===== src/hdl/lhbp_pkg.sv =====
// ----------------------------------------------------------------------------
// lhbp_pkg
// Shared types and constants of the local history branch predictor.
// ----------------------------------------------------------------------------
package lhbp_pkg;

    localparam int POS_W       = 12;   // branch position width
    localparam int CFG_W       = 5;    // entry count register width
    localparam int REM_W       = 5;    // remainder width, below the divisor
    localparam int OUT_IDX_W   = 4;    // reported entry index width
    localparam int HIST_W      = 2;
    localparam int CTRS_W      = 8;
    localparam int MISS_W      = 16;
    localparam int ENTRY_RESET = 16;   // entry count after reset

    // The remainder unit retires MOD_STEPS position bits per cycle.
    localparam int MOD_STEPS   = 6;
    localparam int MOD_PASSES  = POS_W / MOD_STEPS;

    localparam int S_DATA_W    = 16;
    localparam int M_DATA_W    = 40;

    // Two-bit saturating counter codes.
    localparam logic [1:0] CTR_SN = 2'd0;
    localparam logic [1:0] CTR_WN = 2'd1;
    localparam logic [1:0] CTR_WT = 2'd2;
    localparam logic [1:0] CTR_ST = 2'd3;

    // One predictor entry as held in the table memory.
    typedef struct packed {
        logic [MISS_W-1:0] misses;
        logic [CTRS_W-1:0] ctrs;   // counter k in bits 2k+1..2k
        logic [HIST_W-1:0] hist;   // bit1 older, bit0 newest
    } entry_t;

    // Status of the remainder unit.
    typedef struct packed {
        logic             done;
        logic [REM_W-1:0] rem;
    } mod_res_t;

endpackage


===== src/hdl/local_history_branch_predictor.sv =====
// ----------------------------------------------------------------------------
// local_history_branch_predictor
// Two-level local branch predictor with a 2-bit history per entry.
// ----------------------------------------------------------------------------
//
//  Channel   Direction  Payload (lowest bit first)
//  --------  ---------  ------------------------------------------------------
//  s_        in         branch_position[11:0], actual_taken
//  m_        out        entry_index, history_before, counter_zero..three,
//                       predicted_taken, outcome_echo, mispredicted, miss_total
//  cfg_      in         entries_in_use[4:0]
//
//  Each branch request passes through the accept, two passes of the
//  remainder unit (six position bits each) that end with the table read, and
//  a read-modify-write step that also loads the result register.
//  A new request is taken as soon as the write-back is done, even while the
//  previous result still waits on m_tready; a result only stalls the update
//  cycle when the result register is still full.
//  After reset the table is cleared one entry per cycle, all MAX_ENTRIES entries,
//  while s_tready stays low; configuration requests are taken at any time.
//
module local_history_branch_predictor #(
    parameter int MAX_ENTRIES = 16
) (
    input  logic                            aclk,
    input  logic                            aresetn,

    input  logic                            s_tvalid,
    output logic                            s_tready,
    // [11:0] branch_position, [12] actual_taken, [15:13] zero
    input  logic [lhbp_pkg::S_DATA_W-1:0]   s_tdata,

    output logic                            m_tvalid,
    input  logic                            m_tready,
    // [3:0] entry_index, [5:4] history_before, [7:6] counter_zero,
    // [9:8] counter_one, [11:10] counter_two, [13:12] counter_three,
    // [14] predicted_taken, [15] outcome_echo, [16] mispredicted,
    // [32:17] miss_total, [39:33] zero
    output logic [lhbp_pkg::M_DATA_W-1:0]   m_tdata,

    input  logic                            cfg_valid,
    output logic                            cfg_ready,
    input  logic [lhbp_pkg::CFG_W-1:0]      cfg_data
);
    import lhbp_pkg::*;

    localparam int IDX_W = (MAX_ENTRIES > 1) ? $clog2(MAX_ENTRIES) : 1;
    localparam int CFG_MAX = (2 ** CFG_W) - 1;
    // The entry count register can never address past its own range.
    localparam logic [CFG_W-1:0] EFF_CAP =
        (MAX_ENTRIES > CFG_MAX) ? CFG_W'(CFG_MAX) : CFG_W'(MAX_ENTRIES);
    localparam logic [CFG_W-1:0] EFF_RESET =
        (ENTRY_RESET > EFF_CAP) ? EFF_CAP : CFG_W'(ENTRY_RESET);
    localparam logic [IDX_W-1:0] LAST_ADDR = IDX_W'(MAX_ENTRIES - 1);

    typedef enum logic [1:0] {
        CLEAR,
        IDLE,
        DIVIDE,
        UPDATE
    } state_t;

    state_t                 state_reg;
    logic [IDX_W-1:0]       clr_addr_reg;
    logic [CFG_W-1:0]       eff_reg;
    logic                   taken_reg;
    logic [IDX_W-1:0]       idx_reg;
    logic [OUT_IDX_W-1:0]   idx_out_reg;
    logic                   m_tvalid_reg;
    logic [M_DATA_W-1:0]    m_tdata_reg;

    logic                   accept;
    logic                   out_free;
    mod_res_t               mod_res;
    logic [IDX_W+REM_W-1:0] rem_wide;
    logic [IDX_W-1:0]       rd_addr;
    entry_t                 rd_entry;
    logic                   wr_en;
    logic [IDX_W-1:0]       wr_addr;
    entry_t                 wr_entry;
    entry_t                 upd_entry;
    logic [CFG_W-1:0]       cfg_eff;

    logic [1:0]             sel;
    logic [1:0]             sel_new;
    logic                   pred;
    logic                   miss;
    logic [MISS_W-1:0]      total;
    logic [CTRS_W-1:0]      ctrs_new;

    // ------------------------------------------------------------------
    // Handshakes
    // ------------------------------------------------------------------
    assign s_tready  = (state_reg == IDLE);
    assign accept    = s_tvalid && s_tready;
    assign out_free  = !m_tvalid_reg || m_tready;
    assign cfg_ready = 1'b1;
    assign m_tvalid  = m_tvalid_reg;
    assign m_tdata   = m_tdata_reg;

    // A zero entry count behaves as one entry; larger counts saturate.
    always_comb begin
        if (cfg_data == '0) begin
            cfg_eff = CFG_W'(1);
        end else if (cfg_data > EFF_CAP) begin
            cfg_eff = EFF_CAP;
        end else begin
            cfg_eff = cfg_data;
        end
    end

    // ------------------------------------------------------------------
    // Entry index: position modulo the entry count. The table read is
    // issued in the same cycle as the last remainder pass.
    // ------------------------------------------------------------------
    lhbp_mod u_mod (
        .aclk    (aclk),
        .aresetn (aresetn),
        .start   (accept),
        .pos     (s_tdata[POS_W-1:0]),
        .divisor (eff_reg),
        .res     (mod_res)
    );

    assign rem_wide = {{IDX_W{1'b0}}, mod_res.rem};
    assign rd_addr  = rem_wide[IDX_W-1:0];

    lhbp_table #(
        .DEPTH (MAX_ENTRIES),
        .AW    (IDX_W)
    ) u_table (
        .aclk    (aclk),
        .wr_en   (wr_en),
        .wr_addr (wr_addr),
        .wr_data (wr_entry),
        .rd_en   (mod_res.done),
        .rd_addr (rd_addr),
        .rd_data (rd_entry)
    );

    // ------------------------------------------------------------------
    // Predict and update. Requests are handled one at a time and the
    // write-back lands before the next read, so the same entry can never
    // be read stale.
    // ------------------------------------------------------------------
    always_comb begin
        sel  = rd_entry.ctrs[{rd_entry.hist, 1'b0} +: 2];
        pred = (sel >= CTR_WT);
        miss = (pred != taken_reg);

        if (miss && (rd_entry.misses != '1)) begin
            total = rd_entry.misses + MISS_W'(1);
        end else begin
            total = rd_entry.misses;
        end

        if (taken_reg) begin
            sel_new = (sel == CTR_ST) ? sel : sel + 2'd1;
        end else begin
            sel_new = (sel == CTR_SN) ? sel : sel - 2'd1;
        end

        ctrs_new = rd_entry.ctrs;
        ctrs_new[{rd_entry.hist, 1'b0} +: 2] = sel_new;

        upd_entry.misses = total;
        upd_entry.ctrs   = ctrs_new;
        upd_entry.hist   = {rd_entry.hist[0], taken_reg};
    end

    // The clearing pass and the update share the single write port.
    always_comb begin
        if (state_reg == CLEAR) begin
            wr_en    = 1'b1;
            wr_addr  = clr_addr_reg;
            wr_entry = '0;
        end else begin
            wr_en    = (state_reg == UPDATE) && out_free;
            wr_addr  = idx_reg;
            wr_entry = upd_entry;
        end
    end

    // ------------------------------------------------------------------
    // Sequencer, configuration and result register
    // ------------------------------------------------------------------
    always_ff @(posedge aclk) begin
        if (!aresetn) begin
            state_reg    <= CLEAR;
            clr_addr_reg <= '0;
            eff_reg      <= EFF_RESET;
            m_tvalid_reg <= 1'b0;
        end else begin
            if (cfg_valid && cfg_ready) begin
                eff_reg <= cfg_eff;
            end

            // A new result takes the register over a drained one.
            if ((state_reg == UPDATE) && out_free) begin
                m_tvalid_reg <= 1'b1;
            end else if (m_tready) begin
                m_tvalid_reg <= 1'b0;
            end

            unique case (state_reg)
                CLEAR: begin
                    clr_addr_reg <= clr_addr_reg + 1'b1;
                    if (clr_addr_reg == LAST_ADDR) begin
                        state_reg <= IDLE;
                    end
                end
                IDLE: begin
                    if (accept) begin
                        taken_reg <= s_tdata[POS_W];
                        state_reg <= DIVIDE;
                    end
                end
                DIVIDE: begin
                    if (mod_res.done) begin
                        idx_reg     <= rd_addr;
                        idx_out_reg <= mod_res.rem[OUT_IDX_W-1:0];
                        state_reg   <= UPDATE;
                    end
                end
                UPDATE: begin
                    if (out_free) begin
                        m_tdata_reg  <= {7'd0, total, miss, taken_reg, pred,
                                         rd_entry.ctrs, rd_entry.hist, idx_out_reg};
                        state_reg    <= IDLE;
                    end
                end
                default: begin
                    state_reg <= IDLE;
                end
            endcase
        end
    end

endmodule


===== src/hdl/lhbp_mod.sv =====
// ----------------------------------------------------------------------------
// lhbp_mod
// Iterative remainder unit: branch position modulo the entry count.
// ----------------------------------------------------------------------------
module lhbp_mod (
    input  logic                        aclk,
    input  logic                        aresetn,
    input  logic                        start,
    input  logic [lhbp_pkg::POS_W-1:0]  pos,
    input  logic [lhbp_pkg::REM_W-1:0]  divisor,
    output lhbp_pkg::mod_res_t          res
);
    import lhbp_pkg::*;

    localparam int PASS_W = (MOD_PASSES > 1) ? $clog2(MOD_PASSES) : 1;
    localparam logic [PASS_W-1:0] LAST_PASS = PASS_W'(MOD_PASSES - 1);

    logic              busy_reg;
    logic [PASS_W-1:0] pass_reg;
    logic [REM_W-1:0]  rem_reg;
    logic [POS_W-1:0]  shift_reg;
    logic [REM_W-1:0]  div_reg;
    logic [REM_W-1:0]  rem_next;

    // Restoring remainder, several bits per cycle. The partial remainder
    // stays below the divisor, so one compare and subtract per bit is enough.
    always_comb begin
        logic [REM_W:0] trial;
        rem_next = rem_reg;
        for (int i = 0; i < MOD_STEPS; i++) begin
            trial = {rem_next, shift_reg[POS_W-1-i]};
            if (trial >= {1'b0, div_reg}) begin
                trial = trial - {1'b0, div_reg};
            end
            rem_next = trial[REM_W-1:0];
        end
    end

    assign res.done = busy_reg && (pass_reg == LAST_PASS);
    assign res.rem  = rem_next;

    always_ff @(posedge aclk) begin
        if (!aresetn) begin
            busy_reg <= 1'b0;
            pass_reg <= '0;
        end else if (start) begin
            busy_reg <= 1'b1;
            pass_reg <= '0;
        end else if (res.done) begin
            busy_reg <= 1'b0;
        end else if (busy_reg) begin
            pass_reg <= pass_reg + 1'b1;
        end
    end

    always_ff @(posedge aclk) begin
        if (start) begin
            rem_reg   <= '0;
            shift_reg <= pos;
            div_reg   <= divisor;
        end else if (busy_reg) begin
            rem_reg   <= rem_next;
            shift_reg <= shift_reg << MOD_STEPS;
        end
    end

endmodule


===== src/hdl/lhbp_table.sv =====
// ----------------------------------------------------------------------------
// lhbp_table
// Predictor entry memory, one write port and one registered read port.
// ----------------------------------------------------------------------------
module lhbp_table #(
    parameter int DEPTH = 16,
    parameter int AW    = 4
) (
    input  logic                aclk,
    input  logic                wr_en,
    input  logic [AW-1:0]       wr_addr,
    input  lhbp_pkg::entry_t    wr_data,
    input  logic                rd_en,
    input  logic [AW-1:0]       rd_addr,
    output lhbp_pkg::entry_t    rd_data
);
    import lhbp_pkg::*;

    entry_t mem [DEPTH];
    entry_t rd_data_reg;

    always_ff @(posedge aclk) begin
        if (wr_en) begin
            mem[wr_addr] <= wr_data;
        end
    end

    always_ff @(posedge aclk) begin
        if (rd_en) begin
            rd_data_reg <= mem[rd_addr];
        end
    end

    assign rd_data = rd_data_reg;

endmodule


===== config.mk =====
export PLATFORM = sky130hd
export DESIGN_NAME = local_history_branch_predictor
export DESIGN_NICKNAME = d
export VERILOG_FILES = /design/src/hdl/lhbp_pkg.sv /design/src/hdl/local_history_branch_predictor.sv /design/src/hdl/lhbp_mod.sv /design/src/hdl/lhbp_table.sv
export SDC_FILE = /design/constraint.sdc
export NUM_CORES = 1
export LEC_CHECK = 0
export BUFFER_PORTS_ARGS = -buffer_cell sky130_fd_sc_hd__buf_2
export CAP_MARGIN = 0
export CELL_PAD_IN_SITES_DETAIL_PLACEMENT = 0
export CELL_PAD_IN_SITES_GLOBAL_PLACEMENT = 2
export CORE_ASPECT_RATIO = 0.6
export CORE_UTILIZATION = 25
export DETAILED_ROUTE_END_ITERATION = 10
export PLACE_DENSITY_LB_ADDON = 0.25
export SLEW_MARGIN = 20
export SYNTH_ARGS = -nofsm -noshare
export SYNTH_HDL_FRONTEND = slang
export SYNTH_SLANG_ARGS = --single-unit

===== constraint.sdc =====
create_clock -name aclk -period 16.3 [get_ports aclk]
set_input_delay 3.26 -clock aclk [delete_from_list [all_inputs] [get_ports aclk]]
set_output_delay 3.26 -clock aclk [all_outputs]
set_load 0.01 [all_outputs]

==> flow_summary_export.csv, run 1 <==
group,metric,value,unit
outcome,status,"finished, final reports clean",
sta,fmax,71.1,MHz
place,placed_area,0.0237,sq mm
global_route,antenna_found_initial,1,
routing,wire_per_inst,22.3,microns
global_route,gr-total-overflow,0,
floorplanning,fp.dieH,232,microns
routing,num_vias,11999,
worst_setup_path,max_stage_delay,0.74,ns
global_route,grt_pass1_wl,85600,microns
synth,ys_ff_latch,516,
cts,cts_htree_levels,2,
synth,netlist_area,0.0220,sq mm
floorplanning,rows,83,
worst_setup_path,arrival,14.39,ns
synth,synth_compound_area_frac,0.0661,
synth,yosys.area_share.simple,0.0628,
final_layout,final_core_util,0.294,
sta,worst_slew_pin_slew,1.06,ns
routing,via_per_inst,4.50,
synth,seq_area_frac_synth,0.697,
final_layout,layout_commonest_cell,"edfxtp_1",
global_route,grt_max_degree,86,
floorplanning,io_pins,69,
synth,yosys.area.top_type,"edfxtp_1",
sta,setup_tns,0,ns
floorplanning,dieArea,0.0890,sq mm
hold_path,min_path_type,"register to register",
final_layout,area_growth_syn_to_layout,15.5,%
worst_setup_path,start_kind,"register",
cts,postCtsSetupBuffers,0,
sta,hold_viol,0,
floorplanning,initial_core_util,0.255,
sta,maxSlewViolCount,0,
sta,rsz0062_at_grt,"false",
routing,dr.pass1.iters,8,
synth,netlist.area_leader.share,0.680,
floorplanning,die_w,385,microns
synth,yosys_warnings,0,
cts,insertion_delay,0.61,ns
worst_setup_path,cp_max_fo,16,
cts,cts.path.max_buffers,3,
synth,synth_edf_count,497,
routing,wl,59300,microns
sta,slew_headroom,0.291,
place,numPortBuffers,57,
floorplanning,core-area,0.0862,sq mm
worst_setup_path,critPathCaptureType,"register",
routing,ant_nets,0,
synth,muxShareOfSynthArea,0.106,
cts,clk_pin_slew,0.06,ns
final_layout,final_layout_size_suffix_gt1_frac,0.138,
synth,synthAdderAreaFrac,0.0303,
global_route,first_global_vias,12140,
cts,ctsHoldBuffers,0,
sta,min_period,14.06,ns
global_route,grt_use_total,0.133,
final_layout,final_cell_mix,"edfxtp_1 (497), mux2i_1 (221), o22ai_1 (106)",
final_layout,fill_cells,8604,
worst_setup_path,worst-setup-path-type,"register to register",
sta,finalCritPeriodShare,0.863,
cts,clock-sinks,516,
place,gp_congestion,0.738,
synth,synthCells,1402,
cts,numCtsBuffers,52,
synth,synth_flop_cell,"edfxtp_1",
cts,cts_tree,"built",
cts,ctsResizeCount,0,
final_layout,fin_area,0.0254,sq mm
sta,skew,0.0218,ns
synth,synthTopCellsByArea,"edfxtp_1 (68%), mux2i_1 (10%), o22ai_1 (3.0%)",
cts,cts_root_buffer,"clkbuf_16",
routing,post-route-drc-count,0,
synth,avgSynthCellArea,15.7,sq um
synth,yosysUniqueCellTypes,74,
worst_setup_path,cp_slowest_cell,"edfxtp_1",
job,drv_cap,0,
sta,finalSetupViolCount,0,
synth,async_reset_ff_frac,0,
final_layout,nNetsFinal,1551,
worst_setup_path,critPathRequiredTime,16.63,ns
synth,synthXorXnorAreaFrac,0.0140,
final_layout,largest_reg_flops,416,
place,dp_hpwl,34200,microns
sta,hold_ws,0.436,ns
synth,synth_top_family_by_area,"multiplexers",
final_layout,n_antenna_cell,0,
routing,drt-initial-drc-count,861,
[kinds of logic (layout without fill, tap and decap cells)]
kind of cell / Yosys count / after routing
simple gates: 256 / 256
buf+inv: 107 / 216
mux: 229 / 229
compound gates: 207 / 207
xor+xnor: 35 / 35
flops: 516 / 516
fa+ha+maj: 50 / 50
other cells: 2 / 8
[Yosys cell counts, drive strengths merged (11+ instances only)]
cell type,instances
edfxtp,497
mux2i,221
o22ai,106
nand2,59
nor2,58
buf,48
ha,42
inv,39
nor2b,38
a21oi,32
or4,27
xnor2,23
clkbuf,20
dfxtp,19
and3,16
o21ai,16
xor2,12
nand2b,11
[per-layer routing]
| layer | global-route usage | vias up | routed length (microns) | share of wire |
|---|---|---|---|---|
| li1 | - | 5581 | - | - |
| met1 | 0.200 | 6155 | 30500 | 0.52 |
| met2 | 0.197 | 202 | 25600 | 0.43 |
| met3 | 0.0223 | 61 | 2300 | 0.039 |
| met4 | 0.0289 | 0 | 879 | 0.015 |
| met5 | 0 | - | 0 | 0 |
[cell type report]
class,instances,area [sq um],area share
Clock buffer,67,1370,0.0539
Multi-Input combinational cell,785,6310,0.249
Timing Repair Buffer,83,505,0.0199
Tap cell,1147,1440,0.0566
Inverter,39,149,0.00587
Sequential cell,516,15300,0.604
Clock inverter,27,289,0.0114
[worst paths after layout]
kind	startpoint	cells after the start	slack, ns	to
hold reg to reg	eff_reg[4]	0	0.44	u_mod.div_reg[4]
setup reg to reg	u_mod.div_reg[1]	48	2.24	u_table.rd_data[7]
hold / removal	eff_reg[4]	0	0.44	u_mod.div_reg[4]
setup / recovery	u_mod.div_reg[1]	48	2.24	u_table.rd_data[7]
[through the flow]
step                setup WS, ns  cells
floorplan                   4.94   1408
detailed placement          2.26   2570
global placement            2.25   2570
finish                      2.24   2664
global route                1.07   2664
CTS                         2.24   2664
[critical path, delay by kind of cell, from the launching register on]
family	cells	cell delay, ns
muxes	2	0.62
AOI/OAI and AO/OA	21	5.48
adders and majority gates	6	2.22
DFF	1	0.74
buffers and inverters	6	1.45
and+or+nand+nor	13	3.23
Power of run 1 is not shown: default switching activity piles up to over one toggle a cycle in this logic, so the estimate is an artifact.
==> inputs of run 2 (changes only) <==
- ABC_AREA: not set -> 1
- CORE_MARGIN: not set -> 3
- clock period: 16.3 -> 18.3 ns (I/O delays scaled with it)
==> run 2 against run 1 <==
Net effect:
- setup slack better by 3.1 ns
- sequential share of layout area shrank 5.0 points
- sequential cell count unchanged
- first-iteration DRC count grew 34%
==> flow_summary_export.csv, run 2 <==
group,metric,value,unit
place,gp_congestion,0.765,
hold_path,min_to,"u_mod.div_reg[3]",
floorplanning,die_w,407,microns
job,drv_cap,0,
sta,setup_tns,0,ns
sta,slew_headroom,0.278,
synth,avgSynthCellArea,10.1,sq um
synth,seq_area_frac_synth,0.634,
synth,yosys.area.top_type,"edfxtp_1",
floorplanning,dieArea,0.100,sq mm
worst_setup_path,cp_max_fo,115,
worst_setup_path,critPathCaptureType,"register",
sta,min_period,12.98,ns
global_route,gr-total-overflow,0,
final_layout,final_cell_mix,"nand2_1 (535), inv_1 (498), edfxtp_1 (497)",
routing,dr.pass1.iters,6,
worst_setup_path,start_kind,"register",
routing,via_per_inst,4.26,
cts,cts.path.max_buffers,3,
worst_setup_path,ff2ff_path_depth,58,
floorplanning,io_pins,69,
routing,wire_per_inst,19.7,microns
final_layout,final_layout_size_suffix_gt1_frac,0.0904,
cts,ctsResizeCount,0,
sta,rsz0062_at_grt,"false",
hold_path,min-delay-start,"eff_reg[3]",
routing,post-route-drc-count,0,
final_layout,n_antenna_cell,0,
worst_setup_path,critPathRequiredTime,18.60,ns
final_layout,layout_commonest_cell,"nand2_1",
cts,numCtsBuffers,53,
sta,finalCritPeriodShare,0.709,
worst_setup_path,cp_common_cell,"nand2_1",
worst_setup_path,r2r-start,"u_mod.div_reg[1]",
floorplanning,rows,87,
synth,ys_ff_latch,516,
synth,synth_most_common_cell,"nand2_1",
floorplanning,fp.dieH,247,microns
place,numPortBuffers,57,
global_route,antenna_found_initial,6,
synth,synth_flop_cell,"edfxtp_1",
cts,clk_pin_slew,0.07,ns
sta,hold_viol,0,
sta,fmax,77.0,MHz
global_route,grt_max_degree,116,
cts,ctsHoldBuffers,0,
worst_setup_path,reg2reg_slack,5.32,ns
sta,maxSlewViolCount,0,
worst_setup_path,arrival,13.29,ns
sta,finalSetupViolCount,0,
synth,netlist.area_leader.share,0.618,
worst_setup_path,max_stage_delay,0.81,ns
sta,skew,0.0274,ns
cts,postCtsSetupBuffers,0,
cts,insertion_delay,0.63,ns
synth,yosys_warnings,0,
synth,netlist_top_cells_count,"nand2_1 (535), inv_1 (498), edfxtp_1 (497)",
floorplanning,core-area,0.0948,sq mm
synth,yosysUniqueCellTypes,41,
floorplanning,initial_core_util,0.255,
synth,synthTopCellsByArea,"edfxtp_1 (62%), nand3_1 (8.8%), nand2_1 (8.3%)",
place,dp_hpwl,42000,microns
synth,synth_edf_count,497,
global_route,grt_pass1_wl,108000,microns
cts,clock-sinks,516,
hold_path,min_path_type,"register to register",
global_route,grt_use_total,0.146,
worst_setup_path,worst-setup-path-type,"register to register",
final_layout,area_growth_syn_to_layout,14.5,%
cts,cts_root_buffer,"clkbuf_16",
sta,worst_slew_pin_slew,1.07,ns
outcome,status,"finished, final reports clean",
cts,cts_tree,"built",
worst_setup_path,r2r-end,"u_table.rd_data[13]",
synth,async_reset_ff_frac,0,
routing,wl,74400,microns
routing,drt-initial-drc-count,1155,
worst_setup_path,cp_slowest_cell,"nand2_8",
final_layout,largest_reg_flops,416,
synth,synthCells,2398,
final_layout,nNetsFinal,2526,
hold_path,hold_path_depth,0,
global_route,first_global_vias,15510,
routing,num_vias,16083,
synth,netlist_area,0.0242,sq mm
routing,ant_nets,0,
cts,cts_htree_levels,2,
-- run 2: cells by family after synthesis --
family,count (synthesis),share of synthesized area
XOR/XNOR,27,0.00979
adder cells (fa/ha/maj),48,0.0267
other,2,0.000311
AO/OA/AOI/OAI,89,0.0204
AND/OR/NAND/NOR,1112,0.207
buffers and inverters,604,0.102
flip-flops,516,0.634
-- run 2: final cells by class --
type | count | area [sq um]
fill | 9797 | 67100
inverter | 505 | 1900
sequential | 516 | 15300
timing repair buffer | 92 | 581
tap | 1290 | 1610
clock buffer | 62 | 1380
multi-input combinational | 1284 | 6650
clock inverter | 30 | 239
-- run 2: critical path: cells and delay by family, from the launching register on --
kind / cells / cell delay [ns]
compound gates: 13 / 3.00
fa+ha+maj: 6 / 2.63
buf+inv: 13 / 2.28
flops: 1 / 0.74
simple gates: 26 / 3.89
-- run 2: layer usage --
layer,up-vias,wire (microns),global-route usage
li1,7900,-,-
met5,-,0,0
met4,0,1200,0.0291
met1,7777,40300,0.233
met2,323,29500,0.209
met3,83,3340,0.0188
-- run 2: per-stage QoR --
| step | std cells | cell area, sq um | setup slack (ns) | hold slack, ns | utilization |
|---|---|---|---|---|---|
| 3_5_place_dp | 3686 | 26000 | 5.36 | 0.419 | 0.274 |
| 2_1_floorplan | 2404 | 24200 | 9.59 | 0.409 | - |
| 6_report | 3779 | 27700 | 5.32 | 0.435 | 0.292 |
| 3_3_place_gp | 3685 | 25900 | 5.48 | 0.417 | 0.274 |
| 5_1_grt | 3779 | 27700 | 4.19 | 0.444 | 0.292 |
| 4_1_cts | 3778 | 27600 | 5.33 | 0.435 | 0.291 |
-- run 2: how the worst max path moves through the flow --
stage                     start  cells after the start                   to
5_1_grt        u_mod.div_reg[1]                     57  u_table.rd_data[13]
2_1_floorplan  u_mod.div_reg[1]                     58   u_table.rd_data[1]
3_3_place_gp   u_mod.div_reg[1]                     57  u_table.rd_data[13]
4_1_cts        u_mod.div_reg[1]                     57  u_table.rd_data[13]
3_5_place_dp   u_mod.div_reg[1]                     58  u_table.rd_data[13]
6_report       u_mod.div_reg[1]                     58  u_table.rd_data[13]
Power of run 2 is left out for the same reason.
